File: src/design/esc_pkg.sv
`timescale 1ns / 1ps
`default_nettype none
// ----------------------------------------------------------------------------
// esc_pkg: shared types and constants for the epoch-to-calendar converter
// Word layouts of both channels, the reciprocal constants that replace the
// constant divisions, and the small calendar helpers for the years 1970..2106.
// ----------------------------------------------------------------------------
package esc_pkg;

  typedef struct packed {
    logic [31:0] epoch_seconds;
  } esc_in_t;

  typedef struct packed {
    logic [7:0] years_since_1900;
    logic [3:0] month_index;
    logic [4:0] day_of_month;
    logic [2:0] weekday;
    logic [8:0] day_of_year;
    logic [4:0] hour_of_day;
    logic [5:0] minute_of_hour;
    logic [5:0] second_of_minute;
  } esc_out_t;

  // Seconds per day is 128 * 675, so the day count is (t >> 7) / 675.
  localparam logic [25:0] Recip675   = 26'd50903317;
  localparam int unsigned Shift675   = 35;
  localparam logic [9:0]  Div675     = 10'd675;
  // Day count divided by 365.
  localparam logic [15:0] Recip365   = 16'd45965;
  localparam int unsigned Shift365   = 24;
  localparam logic [17:0] DaysPerYear = 18'd365;
  // Day count plus four divided by 7 gives the weekday.
  localparam logic [16:0] Recip7     = 17'd74899;
  localparam int unsigned Shift7     = 19;
  localparam logic [16:0] EpochWday  = 17'd4;
  // Values shifted right by two and divided by 15 give a division by 60.
  localparam logic [14:0] Recip60Sod = 15'd17477;
  localparam int unsigned Shift60Sod = 18;
  localparam logic [10:0] Recip60Min = 11'd1093;
  localparam int unsigned Shift60Min = 14;
  localparam logic [5:0]  SecsPerMin = 6'd60;
  // Year offsets from 1970.
  localparam logic [7:0]  BaseYearOff = 8'd70;
  localparam logic [7:0]  YearOff2100 = 8'd130;

  // Number of leap years from 1970 up to the year before 1970 + off.
  function automatic logic [5:0] leaps_before(input logic [7:0] off);
    logic [8:0] np;
    np = 9'(off) + 9'd1;
    return 6'(np[8:2]) - 6'(off > YearOff2100);
  endfunction

  // Leap-year flag of the year 1970 + off.
  function automatic logic year_is_leap(input logic [7:0] off);
    logic [7:0] y;
    y = off + 8'd2;
    return (y[1:0] == 2'b00) && (off != YearOff2100);
  endfunction

  // Zero-based day of year on which month m starts.
  function automatic logic [8:0] month_start(input logic [3:0] m, input logic leap);
    logic [8:0] base;
    unique case (m)
      4'd0:    base = 9'd0;
      4'd1:    base = 9'd31;
      4'd2:    base = 9'd59;
      4'd3:    base = 9'd90;
      4'd4:    base = 9'd120;
      4'd5:    base = 9'd151;
      4'd6:    base = 9'd181;
      4'd7:    base = 9'd212;
      4'd8:    base = 9'd243;
      4'd9:    base = 9'd273;
      4'd10:   base = 9'd304;
      4'd11:   base = 9'd334;
      default: base = 9'd0;
    endcase
    return base + 9'(leap && (m >= 4'd2));
  endfunction

endpackage
`default_nettype wire

File: src/design/esc_if.sv
`timescale 1ns / 1ps
`default_nettype none
// ----------------------------------------------------------------------------
// esc_if: valid/ready channels of the epoch-to-calendar converter
// One interface for the timestamp words and one for the calendar words.
// ----------------------------------------------------------------------------
interface esc_in_if;
  logic             valid;
  logic             ready;
  esc_pkg::esc_in_t data;

  modport source (output valid, output data, input ready);
  modport sink (input valid, input data, output ready);
endinterface

interface esc_out_if;
  logic              valid;
  logic              ready;
  esc_pkg::esc_out_t data;

  modport source (output valid, output data, input ready);
  modport sink (input valid, input data, output ready);
endinterface
`default_nettype wire

File: src/design/esc_month_walk.sv
`timescale 1ns / 1ps
`default_nettype none
// ----------------------------------------------------------------------------
// esc_month_walk: day of year to month and day of month
// Compares the zero-based day of year against every month start in parallel
// and picks the last month that has started.
// ----------------------------------------------------------------------------
module esc_month_walk (
  input  wire        [8:0] day_idx_i,
  input  wire              leap_i,
  output logic       [3:0] month_o,
  output logic       [4:0] mday_o
);

  logic [10:0] started;
  logic [8:0]  start;

  always_comb begin
    for (int m = 1; m < 12; m++) begin
      started[m-1] = day_idx_i >= esc_pkg::month_start(4'(m), leap_i);
    end
    month_o = 4'($countones(started));
    start   = esc_pkg::month_start(month_o, leap_i);
    mday_o  = 5'(day_idx_i - start + 9'd1);
  end

endmodule
`default_nettype wire

File: src/design/epoch_seconds_to_calendar.sv
`timescale 1ns / 1ps
`default_nettype none
// ----------------------------------------------------------------------------
// epoch_seconds_to_calendar: Unix seconds to Gregorian calendar fields
// Splits a 32-bit count of seconds since 1970 into year, month, day, weekday,
// day of year, hour, minute and second.
//
//   channel | dir | word                  | handshake
//   in_i    | in  | esc_in_t  (timestamp) | valid / ready
//   out_o   | out | esc_out_t (calendar)  | valid / ready
//
// The converter is a six-stage pipeline that takes one word per cycle while
// the output does not stall. The stage count is set by the chain of
// reciprocal multiplies (day count, then year, weekday and minutes, then
// hours). Each stage advances on its own, so bubbles close up while the
// output waits. Reset clears only the stage valid flags.
// ----------------------------------------------------------------------------
module epoch_seconds_to_calendar (
  input wire clk_i,
  input wire rst_ni,
  esc_in_if.sink    in_i,
  esc_out_if.source out_o
);

  logic [6:1] vld_q;
  logic [6:1] rdy;

  always_comb begin
    rdy[6] = !vld_q[6] || out_o.ready;
    for (int k = 5; k >= 1; k--) begin
      rdy[k] = !vld_q[k] || rdy[k+1];
    end
  end

  assign in_i.ready  = rdy[1];
  assign out_o.valid = vld_q[6];

  always_ff @(posedge clk_i or negedge rst_ni) begin
    if (!rst_ni) begin
      vld_q <= '0;
    end else begin
      if (rdy[1]) begin
        vld_q[1] <= in_i.valid;
      end
      for (int k = 2; k <= 6; k++) begin
        if (rdy[k]) begin
          vld_q[k] <= vld_q[k-1];
        end
      end
    end
  end

  // Stage 1: input register.
  logic [31:0] t1_q;

  // Stage 2: day count product.
  logic [50:0] p675_d, p675_q;
  logic [31:0] t2_q;
  assign p675_d = 51'(t1_q[31:7]) * 51'(esc_pkg::Recip675);

  // Stage 3: day count and seconds of the day.
  logic [15:0] days3_d, days3_q;
  logic [9:0]  rem675;
  logic [16:0] sod3_d, sod3_q;
  assign days3_d = p675_q[esc_pkg::Shift675 +: 16];
  assign rem675  = t2_q[16:7] - 10'(days3_d[9:0] * esc_pkg::Div675);
  assign sod3_d  = {rem675[9:0], t2_q[6:0]};

  // Stage 4: year, weekday and minute products.
  logic [31:0] p365_d, p365_q;
  logic [33:0] p7_d, p7_q;
  logic [29:0] pmin_d, pmin_q;
  logic [16:0] wk4;
  logic [15:0] days4_q;
  logic [16:0] sod4_q;
  assign wk4    = 17'(days3_q) + esc_pkg::EpochWday;
  assign p365_d = 32'(days3_q) * 32'(esc_pkg::Recip365);
  assign p7_d   = 34'(wk4) * 34'(esc_pkg::Recip7);
  assign pmin_d = 30'(sod3_q[16:2]) * 30'(esc_pkg::Recip60Sod);

  // Stage 5: year correction, weekday, seconds and hour product.
  logic [7:0]         off;
  logic [7:0]         off_prev;
  logic [14:0]        q7;
  logic [10:0]        mt5_d, mt5_q;
  logic [17:0]        year_base;
  logic signed [17:0] d0;
  logic [17:0]        d_fix;
  logic               late;
  logic [7:0]         off_fix;
  logic [7:0]         year5_d, year5_q;
  logic [8:0]         d5_d, d5_q;
  logic               leap5_d, leap5_q;
  logic [2:0]         wday5_d, wday5_q;
  logic [5:0]         sec5_d, sec5_q;
  logic [19:0]        ph5_d, ph5_q;

  always_comb begin
    off       = p365_q[esc_pkg::Shift365 +: 8];
    off_prev  = off - 8'd1;
    q7        = p7_q[esc_pkg::Shift7 +: 15];
    mt5_d     = pmin_q[esc_pkg::Shift60Sod +: 11];
    wday5_d   = 3'(days4_q[2:0] + 3'(esc_pkg::EpochWday)) - 3'(q7[2:0] * 3'd7);
    sec5_d    = sod4_q[5:0] - 6'(mt5_d[5:0] * esc_pkg::SecsPerMin);
    ph5_d     = 20'(mt5_d[10:2]) * 20'(esc_pkg::Recip60Min);
    year_base = 18'(off) * esc_pkg::DaysPerYear + 18'(esc_pkg::leaps_before(off));
    d0        = $signed({2'b00, days4_q}) - $signed(year_base);
    late      = d0[17];
    d_fix     = 18'(d0) + esc_pkg::DaysPerYear + 18'(esc_pkg::year_is_leap(off_prev));
    off_fix   = late ? off_prev : off;
    d5_d      = late ? d_fix[8:0] : d0[8:0];
    year5_d   = off_fix + esc_pkg::BaseYearOff;
    leap5_d   = esc_pkg::year_is_leap(off_fix);
  end

  // Stage 6: hour, minute, month walk and output register.
  logic [4:0]        hour6;
  logic [3:0]        month6;
  logic [4:0]        mday6;
  esc_pkg::esc_out_t out_d, out_q;

  esc_month_walk u_month_walk (
    .day_idx_i (d5_q),
    .leap_i    (leap5_q),
    .month_o   (month6),
    .mday_o    (mday6)
  );

  always_comb begin
    hour6                  = ph5_q[esc_pkg::Shift60Min +: 5];
    out_d.years_since_1900 = year5_q;
    out_d.month_index      = month6;
    out_d.day_of_month     = mday6;
    out_d.weekday          = wday5_q;
    out_d.day_of_year      = d5_q + 9'd1;
    out_d.hour_of_day      = hour6;
    out_d.minute_of_hour   = mt5_q[5:0] - 6'({1'b0, hour6} * esc_pkg::SecsPerMin);
    out_d.second_of_minute = sec5_q;
  end

  assign out_o.data = out_q;

  always_ff @(posedge clk_i) begin
    if (rdy[1]) begin
      t1_q <= in_i.data.epoch_seconds;
    end
    if (rdy[2]) begin
      p675_q <= p675_d;
      t2_q   <= t1_q;
    end
    if (rdy[3]) begin
      days3_q <= days3_d;
      sod3_q  <= sod3_d;
    end
    if (rdy[4]) begin
      p365_q  <= p365_d;
      p7_q    <= p7_d;
      pmin_q  <= pmin_d;
      days4_q <= days3_q;
      sod4_q  <= sod3_q;
    end
    if (rdy[5]) begin
      year5_q <= year5_d;
      d5_q    <= d5_d;
      leap5_q <= leap5_d;
      wday5_q <= wday5_d;
      sec5_q  <= sec5_d;
      mt5_q   <= mt5_d;
      ph5_q   <= ph5_d;
    end
    if (rdy[6]) begin
      out_q <= out_d;
    end
  end

  // An empty output stage means every stage can move, so input is open.
  a_ready_when_drained: assert property (@(posedge clk_i) disable iff (!rst_ni)
    !vld_q[6] |-> in_i.ready)
    else $error("input blocked while the output stage is empty");

  a_time_in_range: assert property (@(posedge clk_i) disable iff (!rst_ni)
    out_o.valid |-> (out_q.hour_of_day <= 5'd23) && (out_q.minute_of_hour <= 6'd59)
                    && (out_q.second_of_minute <= 6'd59))
    else $error("time of day out of range");

  a_date_in_range: assert property (@(posedge clk_i) disable iff (!rst_ni)
    out_o.valid |-> (out_q.month_index <= 4'd11) && (out_q.day_of_month != 5'd0)
                    && (out_q.weekday <= 3'd6) && (out_q.years_since_1900 >= 8'd70)
                    && (out_q.years_since_1900 <= 8'd206))
    else $error("calendar date out of range");

  a_yday_matches_month: assert property (@(posedge clk_i) disable iff (!rst_ni)
    out_o.valid |->
      (out_q.day_of_year == esc_pkg::month_start(out_q.month_index, 1'b0)
                            + 9'(out_q.day_of_month))
      || (out_q.day_of_year == esc_pkg::month_start(out_q.month_index, 1'b1)
                               + 9'(out_q.day_of_month)))
    else $error("day of year disagrees with month and day");

endmodule
`default_nettype wire

File: src/flat_wrapper.sv
// flat-port wrapper written by rule: the top's interface ports become plain ports
module epoch_seconds_to_calendar_flat 
  (clk_i, rst_ni, in_i_valid, in_i_data, in_i_ready, out_o_valid, out_o_data, out_o_ready);
  esc_in_if in_i_i ();
  esc_out_if out_o_i ();
  input wire clk_i;
  input wire rst_ni;
  input wire logic [$bits(in_i_i.valid)-1:0] in_i_valid;
  input wire logic [$bits(in_i_i.data)-1:0] in_i_data;
  output wire logic [$bits(in_i_i.ready)-1:0] in_i_ready;
  output wire logic [$bits(out_o_i.valid)-1:0] out_o_valid;
  output wire logic [$bits(out_o_i.data)-1:0] out_o_data;
  input wire logic [$bits(out_o_i.ready)-1:0] out_o_ready;
  assign in_i_i.valid = in_i_valid;
  assign in_i_i.data = in_i_data;
  assign in_i_ready = in_i_i.ready;
  assign out_o_valid = out_o_i.valid;
  assign out_o_data = out_o_i.data;
  assign out_o_i.ready = out_o_ready;
  epoch_seconds_to_calendar u_core (.clk_i(clk_i), .rst_ni(rst_ni), .in_i(in_i_i), .out_o(out_o_i));
endmodule
File: config.mk
export PLATFORM = sky130hd
export DESIGN_NAME = epoch_seconds_to_calendar_flat
export DESIGN_NICKNAME = d
export VERILOG_FILES = /design/src/design/esc_pkg.sv /design/src/design/esc_if.sv /design/src/design/esc_month_walk.sv /design/src/design/epoch_seconds_to_calendar.sv /design/src/flat_wrapper.sv
export SDC_FILE = /design/constraint.sdc
export NUM_CORES = 2
export LEC_CHECK = 0
export ABC_AREA = 1
export BUFFER_PORTS_ARGS = -buffer_cell sky130_fd_sc_hd__buf_2
export CAP_MARGIN = 40
export CORE_MARGIN = 4
export CORE_UTILIZATION = 55
export DETAILED_ROUTE_END_ITERATION = 10
export PLACE_DENSITY = 0.72
export REMOVE_ABC_BUFFERS = 1
export SLEW_MARGIN = 15
export SYNTH_ARGS = -nofsm -noshare
export SYNTH_HDL_FRONTEND = slang
export SYNTH_SLANG_ARGS = --single-unit
File: constraint.sdc
create_clock -name clk_i -period 8.2 [get_ports clk_i]
set_input_delay 0.41 -clock clk_i [delete_from_list [all_inputs] [get_ports clk_i]]
set_output_delay 0.41 -clock clk_i [all_outputs]
set_load 0.01 [all_outputs]
==> impl_metrics.tcl <==
set metrics [dict create \
    grt_pass1_vias 23896 \
    worstMarginPinSlew_ns 0.850 \
    outcome "finished, final reports clean" \
    start_util_pct 55.8 \
    vias 22570 \
    seq_area_frac_synth_pct 20.5 \
    diodes 0 \
    drt_iter0_markers 964 \
    dr.pass1.iters 5 \
    multi_input_area_mm2 0.0236 \
    area_delta_synth_final_pct 7.74 \
    fillers 5046 \
    clk_pin_slew_ns 0.06 \
    pre_cts_ws_ns 1.85 \
    layout_common_cells "inv_1 (868), ha_1 (774), fa_1 (405)" \
    worstPathMaxFanout 7 \
    holdWs_ns 0.0251 \
    grt_pass1_wl_mm 120 \
    cap_violations 0 \
    timing.slew.headroom_pct 43.3 \
    design_area_mm2 0.0365 \
    final_layout_size_suffix_gt1_share_pct 4.72 \
    worst_ep_required_time_ns 8.51 \
    dp_hpwl_mm 61.3 \
    ctsLongestPathBuffers 3 \
    cts_setup_buffers 0 \
    cts_made_buffers 26 \
    synth.avg_cell_area_um2 9.98 \
    std_cell_rows 90 \
    die_area_mm2 0.0656 \
    antenna_found_initial 1 \
    synth-seq-cells 232 \
    fin_worst_skew_ns 0.0182 \
    finalNetCount 4753 \
    cp.arrival_ns 6.70 \
    fin_tns_setup_ns 0 \
    critical_path_class "reg2reg" \
    gp_congestion 0.924 \
    ctsResizeCount 0 \
    final_common_cell "inv_1" \
    synth_area_mm2 0.0339 \
    drc 0 \
    die_y_um 256 \
    synthCells 3393 \
    track_usage_pct 22.5 \
    core-area_mm2 0.0607 \
    io_pins 84 \
    grt_max_degree 49 \
    crit_path_max_incr_delay_ns 0.58 \
    port_buffers 83 \
    ant_nets 0 \
    fmax_mhz 157 \
    cp-start-kind "flip-flop" \
    endpoint_kind "flip-flop" \
    rsz0062_at_grt "false" \
    drv_slew 0 \
    vias_per_cell 5.20 \
    finalHoldViolations 0 \
    synth.distinct_cells 49 \
    htreeDepth 1 \
    die_x_um 256 \
    yosysWarnings 0 \
    root_buffer "clkbuf_16" \
    cts_tree "built" \
    hp-class "in2reg" \
    wirelength_mm 71.9 \
    setup_viol 0 \
    wl_per_cell_um 16.6 \
    cts.sinks 232 \
    ff_latch_area_mm2 0.00694 \
    dpl_cell_area_mm2 0.0353 \
    post-route-period-util_pct 77.9 \
    fin_ws_ns 1.81 \
    gr-total-overflow 0 \
    clkLatencyLatePin_ns 0.58 \
    slowest_stage "fa_1" \
    fin_crit_ns 6.39 \
]
[sequential cells by signal, indices dropped and copies added, names as in the netlist, 4 cells and up]
register and count:
u_core.t1_q 32, u_core.sod3_q 17, u_core.sec5_q 6, u_core.p365_q 8, u_core.t2_q 17, u_core.vld_q 6
u_core.out_o.data 46, u_core.sod4_q 6, u_core.d5_q 9, u_core.pmin_q 11, u_core.year5_q 8, u_core.days4_q 16
u_core.ph5_q 7, u_core.p675_q 16, u_core.days3_q 16, u_core.mt5_q 4
[cell families (layout without fill, tap and decap cells)]
group	count (synthesis)	in the layout	synth area share, %
XOR/XNOR	147	147	3.85
buffers and inverters	875	1040	9.72
AO/OA/AOI/OAI	323	323	5.44
AND/OR/NAND/NOR	636	636	7.93
adder cells (fa/ha/maj)	1179	1179	52.5
flip-flops	232	232	20.5
multiplexers	1	1	0.0296
[cells in the mapped netlist (all sizes together)]
master / number / area [µm²]
a31o: 1 / 8.76
clkbuf: 3 / 11.3
nor4: 10 / 62.6
o211ai: 4 / 30.0
a221oi: 5 / 43.8
and3: 2 / 12.5
o221ai: 4 / 35.0
nor2: 160 / 626
a21oi: 155 / 780
or2: 5 / 31.3
o21a: 7 / 52.6
a22oi: 1 / 7.51
ha: 774 / 9680
o41ai: 2 / 17.5
o31ai: 2 / 15.0
o221a: 1 / 11.3
a21o: 19 / 143
dfrtp: 6 / 150
fa: 405 / 8110
nand3b: 5 / 37.5
a211oi: 4 / 30.0
nor3: 23 / 115
xnor2: 48 / 420
o21ai: 81 / 409
a31oi: 17 / 106
xor2: 99 / 882
o21bai: 12 / 90.1
edfxtp: 226 / 6790
o2111ai: 3 / 26.3
nand3: 72 / 365
clkinv: 1 / 3.75
inv: 870 / 3270
buf: 1 / 11.3
nand4: 17 / 113
a21boi: 4 / 30.0
mux2i: 1 / 10.0
o22ai: 1 / 6.26
nand2: 342 / 1320
[what timing repair did]
action,4_1_cts,5_1_grt
setup endpoints to repair,0,0
hold buffers,27,1
hold endpoints to repair,32,1
[stage by stage]
step | util, % | cells
after floorplan | - | 3389
after global placement | 58.2 | 4262
after detailed placement | 58.2 | 4263
after CTS | 60.1 | 4338
after global routing | 60.1 | 4340
final | 60.1 | 4340
[path summary, 6_finish.rpt]
check / cells past startpoint / start / slack [ns] / end
min in group asynchronous: 2 / rst_ni / 0.19 / u_core.vld_q[3]
setup / recovery: 34 / u_core.leap5_q / 1.81 / u_core.out_o.data[33]
max in group asynchronous: 2 / rst_ni / 7.87 / u_core.vld_q[6]
hold reg to reg: 0 / u_core.mt5_q[1] / 0.42 / u_core.out_o.data[7]
hold / removal: 1 / in_i_data[4] / 0.03 / u_core.t1_q[4]
setup reg to reg: 34 / u_core.leap5_q / 1.81 / u_core.out_o.data[33]
[layout make-up]
cell class	instances	share of cell area, %
clock buffer	32	1.90
multi-input combinational	2286	64.8
tap	782	2.68
clock inverter	16	0.562
inverter	871	8.96
sequential	232	19.0
timing repair buffer	121	2.10
[critical path, delay by kind of cell (launching register included)]
kind | cells | cell delay, ns
adders and majority gates | 9 | 3.20
and+or+nand+nor | 11 | 1.01
AOI/OAI and AO/OA | 6 | 0.79
buffers and inverters | 6 | 0.45
DFF | 1 | 0.41
xor gates and xnor gates | 2 | 0.27
[metal layers]
layer	share of wire [%]	up-vias	track usage [%]
li1	-	11169	-
met1	43	10846	29.1
met2	49	409	39.8
met3	3.5	146	2.60
met4	3.9	0	7.18
met5	0	-	0
Power is not shown: default switching activity piles up to over one toggle a cycle in this logic, so the estimate is an artifact.
